`src/sv/ppp_option_reject_filter_top_defines.svh`:
```
`ifndef PPP_OPTION_REJECT_FILTER_TOP_DEFINES_SVH
`define PPP_OPTION_REJECT_FILTER_TOP_DEFINES_SVH

// plain property checked on every clock outside reset
`define PPPORF_ASSERT(label, prop, msg) \
    label: assert property (@(posedge aclk) disable iff (!aresetn) (prop)) else $error(msg);

// same-cycle implication
`define PPPORF_ASSERT_IMP(label, cond, expr, msg) \
    label: assert property (@(posedge aclk) disable iff (!aresetn) (cond) |-> (expr)) \
        else $error(msg);

// next-cycle implication
`define PPPORF_ASSERT_NEXT(label, cond, expr, msg) \
    label: assert property (@(posedge aclk) disable iff (!aresetn) (cond) |=> (expr)) \
        else $error(msg);

`endif

```
`src/sv/pporf_pkg.sv`:
```
`timescale 1ns / 1ps

package pporf_pkg;

    localparam int NUM_SUPPORTED = 6;
    localparam int NUM_SLOTS     = 6;
    localparam int BYTE_W        = 8;
    localparam int LEN_W         = 16;
    localparam int PROTO_W       = 16;
    localparam int CFG_IDX_W     = 3;
    localparam int CFG_DATA_W    = 8;
    localparam int S_TDATA_W     = 24;
    localparam int M_TDATA_W     = 48;
    localparam int FIFO_DEPTH    = 4;
    localparam int FIFO_PTR_W    = 2;
    localparam int FIFO_CNT_W    = 3;

    localparam logic [LEN_W-1:0]  HEADER_BYTES = 16'd4;
    localparam logic [LEN_W-1:0]  LEN_MAX      = 16'hFFFF;
    localparam logic [BYTE_W-1:0] MIN_OPT_LEN  = 8'd2;

    typedef enum logic [1:0] {
        PH_TYPE = 2'd0,
        PH_LEN  = 2'd1,
        PH_DATA = 2'd2
    } phase_t;

    typedef struct packed {
        logic [BYTE_W-1:0]  reject_byte;
        logic               reject_byte_valid;
        logic               frame_done;
        logic               any_rejected;
        logic [LEN_W-1:0]   reject_length;
        logic [PROTO_W-1:0] protocol_echo;
    } result_t;

    typedef struct packed {
        logic [1:0] num;
        result_t    first;
        result_t    second;
    } push_t;

endpackage

```
`src/sv/pporf_parse.sv`:
```
`timescale 1ns / 1ps

`include "ppp_option_reject_filter_top_defines.svh"

module pporf_parse (
    input  logic                                aclk,
    input  logic                                aresetn,
    input  logic                                cfg_wr_en,
    input  logic [pporf_pkg::CFG_IDX_W-1:0]     cfg_addr,
    input  logic [pporf_pkg::CFG_DATA_W-1:0]    cfg_wr_data,
    input  logic                                in_acc,
    input  logic [pporf_pkg::BYTE_W-1:0]        option_byte,
    input  logic                                last_byte,
    input  logic [pporf_pkg::PROTO_W-1:0]       protocol,
    output pporf_pkg::push_t                    push
);

    logic [pporf_pkg::BYTE_W-1:0] codes_reg [pporf_pkg::NUM_SLOTS];

    pporf_pkg::phase_t            phase_reg, phase_next, phase_work;
    logic                         rej_reg, rej_next, rej_work;
    logic [pporf_pkg::BYTE_W-1:0] rem_reg, rem_next, rem_work;
    logic [pporf_pkg::LEN_W-1:0]  cnt_reg, cnt_next, cnt_work;
    logic                         seen_reg, seen_next, seen_work;

    logic                         supported;
    logic                         emit;
    logic [pporf_pkg::BYTE_W-1:0] len_clamp;
    logic [pporf_pkg::BYTE_W-1:0] rem_dec;
    pporf_pkg::result_t           rej_res, sum_res;

    always_ff @(posedge aclk) begin
        if (!aresetn) begin
            for (int i = 0; i < pporf_pkg::NUM_SLOTS; i++) begin
                codes_reg[i] <= '0;
            end
        end else if (cfg_wr_en && (int'(cfg_addr) < pporf_pkg::NUM_SLOTS)) begin
            codes_reg[cfg_addr] <= cfg_wr_data;
        end
    end

    // type match against enabled nonzero slots
    always_comb begin
        supported = 1'b0;
        for (int k = 0; k < pporf_pkg::NUM_SLOTS; k++) begin
            if ((k < pporf_pkg::NUM_SUPPORTED) && (codes_reg[k] != '0) &&
                (codes_reg[k] == option_byte)) begin
                supported = 1'b1;
            end
        end
    end

    // next state
    always_comb begin
        phase_work = phase_reg;
        rej_work   = rej_reg;
        rem_work   = rem_reg;
        seen_work  = seen_reg;
        emit       = 1'b0;
        len_clamp  = (option_byte < pporf_pkg::MIN_OPT_LEN) ? pporf_pkg::MIN_OPT_LEN
                                                            : option_byte;
        rem_dec    = (rem_reg != '0) ? rem_reg - 8'd1 : rem_reg;
        case (phase_reg)
            pporf_pkg::PH_LEN: begin
                emit       = rej_reg;
                rem_work   = len_clamp - pporf_pkg::MIN_OPT_LEN;
                phase_work = (rem_work == '0) ? pporf_pkg::PH_TYPE : pporf_pkg::PH_DATA;
            end
            pporf_pkg::PH_DATA: begin
                emit     = rej_reg;
                rem_work = rem_dec;
                if (rem_dec == '0) begin
                    phase_work = pporf_pkg::PH_TYPE;
                end
            end
            default: begin
                rej_work   = !supported;
                seen_work  = seen_reg | !supported;
                emit       = !supported;
                phase_work = pporf_pkg::PH_LEN;
            end
        endcase
        cnt_work = (emit && (cnt_reg != pporf_pkg::LEN_MAX)) ? cnt_reg + 16'd1 : cnt_reg;

        phase_next = phase_reg;
        rej_next   = rej_reg;
        rem_next   = rem_reg;
        cnt_next   = cnt_reg;
        seen_next  = seen_reg;
        if (in_acc) begin
            if (last_byte) begin
                phase_next = pporf_pkg::PH_TYPE;
                rej_next   = 1'b0;
                rem_next   = '0;
                cnt_next   = pporf_pkg::HEADER_BYTES;
                seen_next  = 1'b0;
            end else begin
                phase_next = phase_work;
                rej_next   = rej_work;
                rem_next   = rem_work;
                cnt_next   = cnt_work;
                seen_next  = seen_work;
            end
        end
    end

    // result words
    always_comb begin
        rej_res                   = '0;
        rej_res.reject_byte       = option_byte;
        rej_res.reject_byte_valid = 1'b1;

        sum_res               = '0;
        sum_res.frame_done    = 1'b1;
        sum_res.any_rejected  = seen_work;
        sum_res.reject_length = cnt_work;
        sum_res.protocol_echo = protocol;

        push        = '0;
        push.second = sum_res;
        if (in_acc) begin
            push.num = {1'b0, emit} + {1'b0, last_byte};
        end
        push.first = emit ? rej_res : sum_res;
    end

    always_ff @(posedge aclk) begin
        if (!aresetn) begin
            phase_reg <= pporf_pkg::PH_TYPE;
            rej_reg   <= 1'b0;
            rem_reg   <= '0;
            cnt_reg   <= pporf_pkg::HEADER_BYTES;
            seen_reg  <= 1'b0;
        end else begin
            phase_reg <= phase_next;
            rej_reg   <= rej_next;
            rem_reg   <= rem_next;
            cnt_reg   <= cnt_next;
            seen_reg  <= seen_next;
        end
    end

    `PPPORF_ASSERT_NEXT(a_region_clear, in_acc && last_byte,
        phase_reg == pporf_pkg::PH_TYPE && cnt_reg == pporf_pkg::HEADER_BYTES && !seen_reg,
        "parse state not cleared after last word")
    `PPPORF_ASSERT_IMP(a_count_vs_seen, cnt_reg != pporf_pkg::HEADER_BYTES, seen_reg,
        "rejected bytes counted without a rejected option")
    `PPPORF_ASSERT_IMP(a_data_rem, phase_reg == pporf_pkg::PH_DATA, rem_reg != '0,
        "data phase with no bytes left")

endmodule

```
`src/sv/pporf_fifo.sv`:
```
`timescale 1ns / 1ps

`include "ppp_option_reject_filter_top_defines.svh"

module pporf_fifo (
    input  logic                  aclk,
    input  logic                  aresetn,
    input  pporf_pkg::push_t      push,
    output logic                  room,
    output logic                  out_valid,
    input  logic                  out_ready,
    output pporf_pkg::result_t    out_data
);

    pporf_pkg::result_t                mem [pporf_pkg::FIFO_DEPTH];
    logic [pporf_pkg::FIFO_PTR_W-1:0]  wptr_reg, wptr_next;
    logic [pporf_pkg::FIFO_PTR_W-1:0]  rptr_reg, rptr_next;
    logic [pporf_pkg::FIFO_CNT_W-1:0]  cnt_reg, cnt_next;
    logic                              pop;

    assign pop       = out_valid && out_ready;
    assign out_valid = (cnt_reg != '0);
    assign out_data  = mem[rptr_reg];
    assign room      = (cnt_reg <= 3'd2);

    always_comb begin
        wptr_next = wptr_reg + push.num;
        rptr_next = rptr_reg + {1'b0, pop};
        cnt_next  = cnt_reg + {1'b0, push.num} - {2'b00, pop};
    end

    always_ff @(posedge aclk) begin
        if (push.num != 2'd0) begin
            mem[wptr_reg] <= push.first;
        end
        if (push.num == 2'd2) begin
            mem[wptr_reg + 2'd1] <= push.second;
        end
    end

    always_ff @(posedge aclk) begin
        if (!aresetn) begin
            wptr_reg <= '0;
            rptr_reg <= '0;
            cnt_reg  <= '0;
        end else begin
            wptr_reg <= wptr_next;
            rptr_reg <= rptr_next;
            cnt_reg  <= cnt_next;
        end
    end

    `PPPORF_ASSERT(a_cnt_bound, cnt_reg <= 3'd4, "result queue count out of range")
    `PPPORF_ASSERT_IMP(a_push_room, push.num != 2'd0, room,
        "words pushed without room")
    `PPPORF_ASSERT(a_ptr_gap, wptr_reg - rptr_reg == cnt_reg[pporf_pkg::FIFO_PTR_W-1:0],
        "queue pointers disagree with count")

endmodule

```
`src/sv/ppp_option_reject_filter_top.sv`:
```
`timescale 1ns / 1ps

// option reject filter for ppp configure requests
// s_ channel: one byte of the options region per word, s_tlast on the final byte,
//   protocol number carried alongside every byte (taken from the last one)
// m_ channel: one word per byte of an unsupported option (m_tuser high), then a
//   summary word with m_tlast high after the last byte: any-rejected flag,
//   reject frame length (4 plus rejected bytes, saturating) and protocol
// cfg port: six supported option codes, index 0 to 5, zero disables a slot;
//   write only while the block is idle
// results of a byte are registered in the result queue when the byte is accepted
// throughput: one byte per cycle while s_tready is high; a byte that yields
//   two words (rejected last byte) queues both at once for the single output port
// a four-word result queue decouples the sides: s_tready depends only on its
//   fill level and drops while three or more words wait, so a stalled receiver
//   holds off the input within three more bytes
// reset clears the parse state, the queue and all supported codes

module ppp_option_reject_filter_top (
    input  logic                                 aclk,
    input  logic                                 aresetn,
    input  logic                                 cfg_wr_en,
    input  logic [pporf_pkg::CFG_IDX_W-1:0]      cfg_addr,
    input  logic [pporf_pkg::CFG_DATA_W-1:0]     cfg_wr_data,
    input  logic                                 s_tvalid,
    output logic                                 s_tready,
    // option_byte [7:0], protocol [23:8]
    input  logic [pporf_pkg::S_TDATA_W-1:0]      s_tdata,
    input  logic                                 s_tlast,
    output logic                                 m_tvalid,
    input  logic                                 m_tready,
    // reject_byte [7:0], any_rejected [8], reject_length [24:9],
    // protocol_echo [40:25], zero [47:41]
    output logic [pporf_pkg::M_TDATA_W-1:0]      m_tdata,
    output logic                                 m_tlast,
    // reject_byte_valid [0]
    output logic                                 m_tuser
);

    logic               in_acc;
    pporf_pkg::push_t   push;
    pporf_pkg::result_t res;

    assign in_acc = s_tvalid && s_tready;

    pporf_parse u_parse (
        .aclk        (aclk),
        .aresetn     (aresetn),
        .cfg_wr_en   (cfg_wr_en),
        .cfg_addr    (cfg_addr),
        .cfg_wr_data (cfg_wr_data),
        .in_acc      (in_acc),
        .option_byte (s_tdata[7:0]),
        .last_byte   (s_tlast),
        .protocol    (s_tdata[23:8]),
        .push        (push)
    );

    pporf_fifo u_fifo (
        .aclk      (aclk),
        .aresetn   (aresetn),
        .push      (push),
        .room      (s_tready),
        .out_valid (m_tvalid),
        .out_ready (m_tready),
        .out_data  (res)
    );

    assign m_tdata = {7'd0, res.protocol_echo, res.reject_length, res.any_rejected,
                      res.reject_byte};
    assign m_tlast = res.frame_done;
    assign m_tuser = res.reject_byte_valid;

endmodule
```
`config.mk`:
```
export PLATFORM = sky130hd
export DESIGN_NAME = ppp_option_reject_filter_top
export DESIGN_NICKNAME = d
export VERILOG_FILES = /design/src/sv/pporf_pkg.sv /design/src/sv/pporf_parse.sv /design/src/sv/pporf_fifo.sv /design/src/sv/ppp_option_reject_filter_top.sv
export VERILOG_INCLUDE_DIRS = /design/src /design/src/sv
export SDC_FILE = /design/constraint.sdc
export NUM_CORES = 1
export LEC_CHECK = 0
export BUFFER_PORTS_ARGS = -buffer_cell sky130_fd_sc_hd__buf_2
export CAP_MARGIN = 40
export CORE_AREA = 2 2 184 186
export CTS_BUF_LIST = sky130_fd_sc_hd__clkbuf_8
export DETAILED_ROUTE_END_ITERATION = 10
export DIE_AREA = 0 0 186 188
export PLACE_DENSITY_LB_ADDON = 0.1
export SYNTH_ARGS = -nofsm -noshare
export SYNTH_HDL_FRONTEND = slang
export SYNTH_SLANG_ARGS = --single-unit
```
`constraint.sdc`:
```
create_clock -name aclk -period 5.3 [get_ports aclk]
set_input_delay 0.795 -clock aclk [delete_from_list [all_inputs] [get_ports aclk]]
set_output_delay 0.795 -clock aclk [all_outputs]
set_load 0.02 [all_outputs]
```
==> impl_metrics.yaml, run 1 <==
drt:
  drt-pass1-iter-count: 5
  drt_iter0_drc: 564
  wire_per_inst_um: 19.2
  drc: 0
  viasPerCell: 5.35
  dr_total_vias: 9367
  routed_wl_um: 33500
  postRouteAntennaNets: 0
global_route:
  grt-ovfl-total: 0
  grt_max_degree: 41
  antenna_found_initial: 2
  grt_pass1_vias: 9484
  grt_pass1_wl_um: 53700
  grt_use_total_pct: 19.7
logic_synthesis:
  synth.ff_latch_count: 255
  synth_mux_area_share_pct: 7.68
  synth_edf_count: 180
  synth_fa_ha_area_share_pct: 1.41
  synth-main-ff-cell: "edfxtp_1"
  yosys.area_share.simple_pct: 16.6
  seq_area_frac_synth_pct: 53.2
  synth_top_family_by_area: "simple AND/OR/NAND/NOR gates"
  syn_area_um2: 13000
  synthArstFlopShare_pct: 0
  avgSynthCellArea_um2: 10.9
  yosysWarnings: 0
  synth_compound_area_share_pct: 12.5
  ys_types: 62
  netlist_instances: 1195
  synth_xor_area_share_pct: 3.91
critical_path:
  crit_path_start_kind: "input pin"
  crit_fanout: 33
  crit_path_end_kind: "flip-flop"
  worstSetupPathType: "in -> reg"
  crit_arrival_ns: 3.91
  cp.required_ns: 5.49
finish:
  nets: 1319
  n_fill_cell: 3158
  largest_reg_flops: 172
  drive_gt1_share_pct: 17.5
  syn_to_final_growth_pct: 12.8
power_and_ir_drop:
  switchingPower_uw: 1910
  powerDensity_nw_per_um2: 409
  worst_ir_drop_vdd_mv: 0.210
  seqPwrFrac_pct: 44.2
  comb_power_share_pct: 26.2
  clkPwrFrac_pct: 29.6
  internal-power_uw: 4090
  switching_share_pct: 31.8
  cellLeakagePower_uw: 0.00529
timing:
  fin_setup_tns_ns: 0
  hold_viol_final: 0
  worstMarginPinSlew_ns: 0.898
  post-route-period-util_pct: 70.2
  relSlewSlack_pct: 39.8
  whs_ns: 0.443
  report.final.slew_viol_count: 0
  rsz0062_at_grt: "false"
  setup_viol: 0
  max_freq_mhz: 269
  final.min_clock_period_ns: 3.72
  finClkSkew_ns: 0.0229
die:
  die_y_um: 188
  initial_core_util_pct: 39.2
  die_w_um: 186
  die_area_um2: 35000
  fp-row-count: 67
  core_area_um2: 33100
  ios: 93
placed_design:
  port_buffers: 85
  hpwlAfterDp_um: 21800
  gp_congestion: 0.787
flow_run:
  max-cap-violations: 0
cts:
  clk_path_buf_depth: 3
  cts_resized: 0
  cts_tree: "yes"
  cts_sinks: 255
  clkSlewWorstSetupHoldPaths_ns: 0.06
  clk_latency_ns: 0.56
  h-tree-depth: 2
  hold_buffers: 0
  cts_made_buffers: 46
  root_buffer: "clkbuf_8"
  post_cts_buffers: 0
status:
  status: "finished, final reports clean"
min_path:
  worst_hold_path_type: "reg -> reg"
final timing paths:
path	startpoint	endpoint	slack, ns	cells past startpoint
setup / recovery	s_tdata[7]	u_fifo.mem[3][24]	1.58	13
hold / removal	u_fifo.mem[1][34]	u_fifo.mem[1][34]	0.44	2
setup reg to reg	u_parse.codes_reg[2][5]	u_fifo.mem[3][24]	1.68	12
hold reg to reg	u_fifo.mem[1][34]	u_fifo.mem[1][34]	0.44	2
cell type report:
cell class	instances	area [µm²]	share of cell area, %
clock inverters	31	168	1.14
well taps	448	561	3.82
diodes	2	5.00	0.0341
flip-flops and latches	255	6910	47.1
multi-input cells	816	5490	37.5
clock buffers	53	729	4.98
repair buffers	111	661	4.51
inverters	34	130	0.888
kinds of logic (layout without fill, tap and decap cells):
logic type,Yosys count,after routing
AOI/OAI and AO/OA,258,258
xor gates and xnor gates,58,58
adders and majority gates,14,14
buffers and inverters,130,229
DFF,255,255
muxes,46,46
other,1,9
and+or+nand+nor,433,433
per-stage QoR:
step	setup slack, ns	utilization (%)	std cells	cell area [µm²]	power (µW)
after detailed placement	1.01	41.5	1664	13800	4290
after CTS	1.61	44.3	1748	14700	6090
final	1.58	44.3	1750	14700	5990
after global routing	1.38	44.3	1749	14700	6340
after global placement	1.10	41.4	1661	13700	4250
after floorplan	0.790	-	1201	13000	3770
cell usage after synthesis, types with 5 or more instances:
cell type	number	area share, %
a211oi_1	9	0.52
a21o_1	7	0.40
a21oi_1	18	0.69
a22oi_1	5	0.29
a31oi_1	9	0.43
and2_1	78	3.8
and3_1	7	0.34
buf_1	6	0.17
buf_2	13	0.50
buf_4	9	0.52
buf_6	10	0.87
clkbuf_1	58	1.7
dfxtp_1	75	12
edfxtp_1	180	42
ha_1	13	1.3
inv_1	33	0.95
mux4_2	43	7.5
nand2_1	61	1.8
nand2b_1	9	0.43
nand3_1	55	2.1
nand4_1	14	0.67
nor2_1	134	3.9
nor3_1	16	0.62
nor4_1	24	1.2
o211ai_1	13	0.75
o21a_1	5	0.29
o21ai_0	141	5.4
o22ai_1	6	0.29
o2bb2ai_1	8	0.54
o311ai_1	6	0.40
o41ai_1	7	0.47
or3_1	18	0.87
xnor2_1	16	1.1
xor2_1	42	2.8
cell usage in the layout, fill, tap and decap left out, types with 42 or more instances in the layout:
cell type	Yosys	routed
o21ai_0	141	141
and2_1	78	78
edfxtp_1	180	180
nand2_1	61	61
xor2_1	42	42
inv_1	33	56
dfxtp_1	75	73
nor2_1	134	134
buf_2	13	87
clkbuf_8	0	53
nand3_1	55	55
mux4_2	43	43
power groups by stage:
stage / sequential [µW] / combinational (µW) / clock, µW
2_1_floorplan: 2600 / 1170 / 0
3_3_place_gp: 2760 / 1490 / 0
3_5_place_dp: 2690 / 1600 / 0
4_1_cts: 2650 / 1600 / 1840
5_1_grt: 2680 / 1720 / 1930
6_report: 2650 / 1570 / 1780
routing by layer:
metal  track usage, %  part of all wire [%]
met5                0                     0
met3             3.20                   4.5
met2             32.4                    48
met4             7.21                   3.2
met1             26.1                    44
worst max-delay path, cell delays in order:
cell and delay [ns]:
buf_2 0.31, xor2_1 0.14, nor4_1 0.31, nand4_1 0.20, and3_1 0.32, a21oi_4 0.22, inv_4 0.09, ha_1 0.32
nand4_1 0.17, or2_2 0.35, and2_1 0.17, inv_1 0.06, buf_4 0.44
No activity file was read; power rests on OpenSTA's default activity.
==> run 2, diff against run 1 <==
==> constraint.sdc (replaced) <==
create_clock -name aclk -period 3.9 [get_ports aclk]
set_input_delay 0.585 -clock aclk [delete_from_list [all_inputs] [get_ports aclk]]
set_output_delay 0.585 -clock aclk [all_outputs]
set_load 0.02 [all_outputs]
==> impl_metrics.yaml, run 2 (synthesis results as in run 1) <==
status:
  status: "finished, final reports clean"
cts:
  post_cts_buffers: 0
  cts_resized: 0
  clk_path_buf_depth: 3
  clk_latency_ns: 0.58
  cts_made_buffers: 44
  cts_tree: "yes"
  h-tree-depth: 2
  hold_buffers: 0
  clkSlewWorstSetupHoldPaths_ns: 0.06
  cts_sinks: 255
  root_buffer: "clkbuf_8"
critical_path:
  crit_path_end_kind: "flip-flop"
  crit_fanout: 8
  reg2reg_depth: 15
  crit_chain: "xor2_1, a2111oi_2, o211ai_1, and4_1, a21oi_4, inv_4, ha_1, buf_4, nand4_1, nand2b_1, and2_1, a211oi_2, buf_4, o21ai_0, o41ai_1"
  crit_path_start_kind: "flip-flop"
  cp.required_ns: 4.24
  cp_slowest_cell: "edfxtp_1"
  crit_arrival_ns: 3.88
  cpPeakStageDelay_ns: 0.42
  crit_top_cell: "buf_4"
  worstSetupPathType: "reg -> reg"
timing:
  finClkSkew_ns: 0.0277
  report.final.slew_viol_count: 0
  post-route-period-util_pct: 90.6
  relSlewSlack_pct: 39.2
  setup_viol: 0
  hold_viol_final: 0
  max_freq_mhz: 283
  fin_setup_tns_ns: 0
  rsz0062_at_grt: "false"
  whs_ns: 0.314
  final.min_clock_period_ns: 3.53
  worstMarginPinSlew_ns: 0.906
placed_design:
  hpwlAfterDp_um: 22400
  place_inst: 1694
  gp_congestion: 0.847
  port_buffers: 85
die:
  initial_core_util_pct: 39.2
  die_y_um: 188
  die_w_um: 186
  fp-row-count: 67
  core_area_um2: 33100
  die_area_um2: 35000
  ios: 93
drt:
  dr_total_vias: 9588
  drt-pass1-iter-count: 5
  drc: 0
  viasPerCell: 5.40
  wire_per_inst_um: 19.0
  routed_wl_um: 33700
  drt_iter0_drc: 664
  postRouteAntennaNets: 0
power_and_ir_drop:
  switchingPower_uw: 2630
  switching_share_pct: 32.3
  comb_power_share_pct: 26.6
  cellLeakagePower_uw: 0.00538
  powerDensity_nw_per_um2: 544
  p_total_uw: 8140
  internal-power_uw: 5510
  seqPwrFrac_pct: 44.8
  worst_ir_drop_vdd_mv: 0.317
  clkPwrFrac_pct: 28.6
global_route:
  grt_use_total_pct: 19.5
  antenna_found_initial: 1
  grt_max_degree: 37
  grt_pass1_wl_um: 52900
  grt-ovfl-total: 0
  grt_pass1_vias: 9429
min_path:
  hold_depth: 2
  worst_hold_path_type: "in -> reg"
finish:
  largest_reg_flops: 172
  seqCellArea_um2: 6910
  drive_gt1_share_pct: 20.0
  n_fill_cell: 3135
  final-instance-count-excl-fill: 1777
  multi_input_area_um2: 5500
  final_cell_mix: "edfxtp_1, o21ai_0, nor2_1"
  layout_commonest_cell: "edfxtp_1"
  syn_to_final_growth_pct: 15.1
  nets: 1347
flow_run:
  max-cap-violations: 0
==> run 2: final timing paths <==
check             slack (ns)                    start           endpoint
hold reg to reg         0.44        u_fifo.mem[1][34]  u_fifo.mem[1][34]
hold / removal          0.31              s_tdata[22]  u_fifo.mem[0][14]
setup / recovery        0.37  u_parse.codes_reg[1][0]  u_fifo.mem[2][24]
setup reg to reg        0.37  u_parse.codes_reg[1][0]  u_fifo.mem[2][24]
==> run 2: area by class of cell <==
cell class              instances  area share (%)
clock inverters                31            1.05
flip-flops and latches        255            46.2
clock buffers                  51            4.69
multi-input cells             816            36.8
well taps                     448            3.75
repair buffers                141            6.56
inverters                      34           0.970
diodes                          1          0.0167
==> run 2: worst max-delay path, delay by kind of cell (launching register included) <==
kind / cells / cell delay [ns]
and+or+nand+nor: 4 / 0.91
xor gates and xnor gates: 1 / 0.19
DFF: 1 / 0.42
buffers and inverters: 3 / 0.39
AOI/OAI and AO/OA: 6 / 1.11
adders and majority gates: 1 / 0.28
==> run 2: per-layer routing <==
layer / track usage [%] / part of all wire, % / up-vias
li1: - / - / 4578
met1: 25.9 / 44 / 4684
met2: 33.0 / 49 / 274
met3: 3.07 / 4.9 / 52
met4: 5.39 / 1.9 / 0
met5: 0 / 0 / -
==> run 2: metrics by stage <==
| step | instance area (µm²) | utilization, % | setup slack, ns |
|---|---|---|---|
| after floorplan | 13000 | - | 0.00818 |
| after global placement | 14100 | 42.6 | -0.0247 |
| after detailed placement | 14100 | 42.6 | -0.0643 |
| after CTS | 15000 | 45.2 | 0.247 |
| after global routing | 15000 | 45.2 | 0.0716 |
| final | 15000 | 45.2 | 0.366 |
==> run 2: power by group through the flow <==
stage / logic (µW) / clock network [µW] / registers, µW
after global placement: 2190 / 0 / 3710
after detailed placement: 2210 / 0 / 3720
final: 2170 / 2330 / 3650
after CTS: 2210 / 2400 / 3660
after global routing: 2360 / 2510 / 3710
after floorplan: 1600 / 0 / 3540
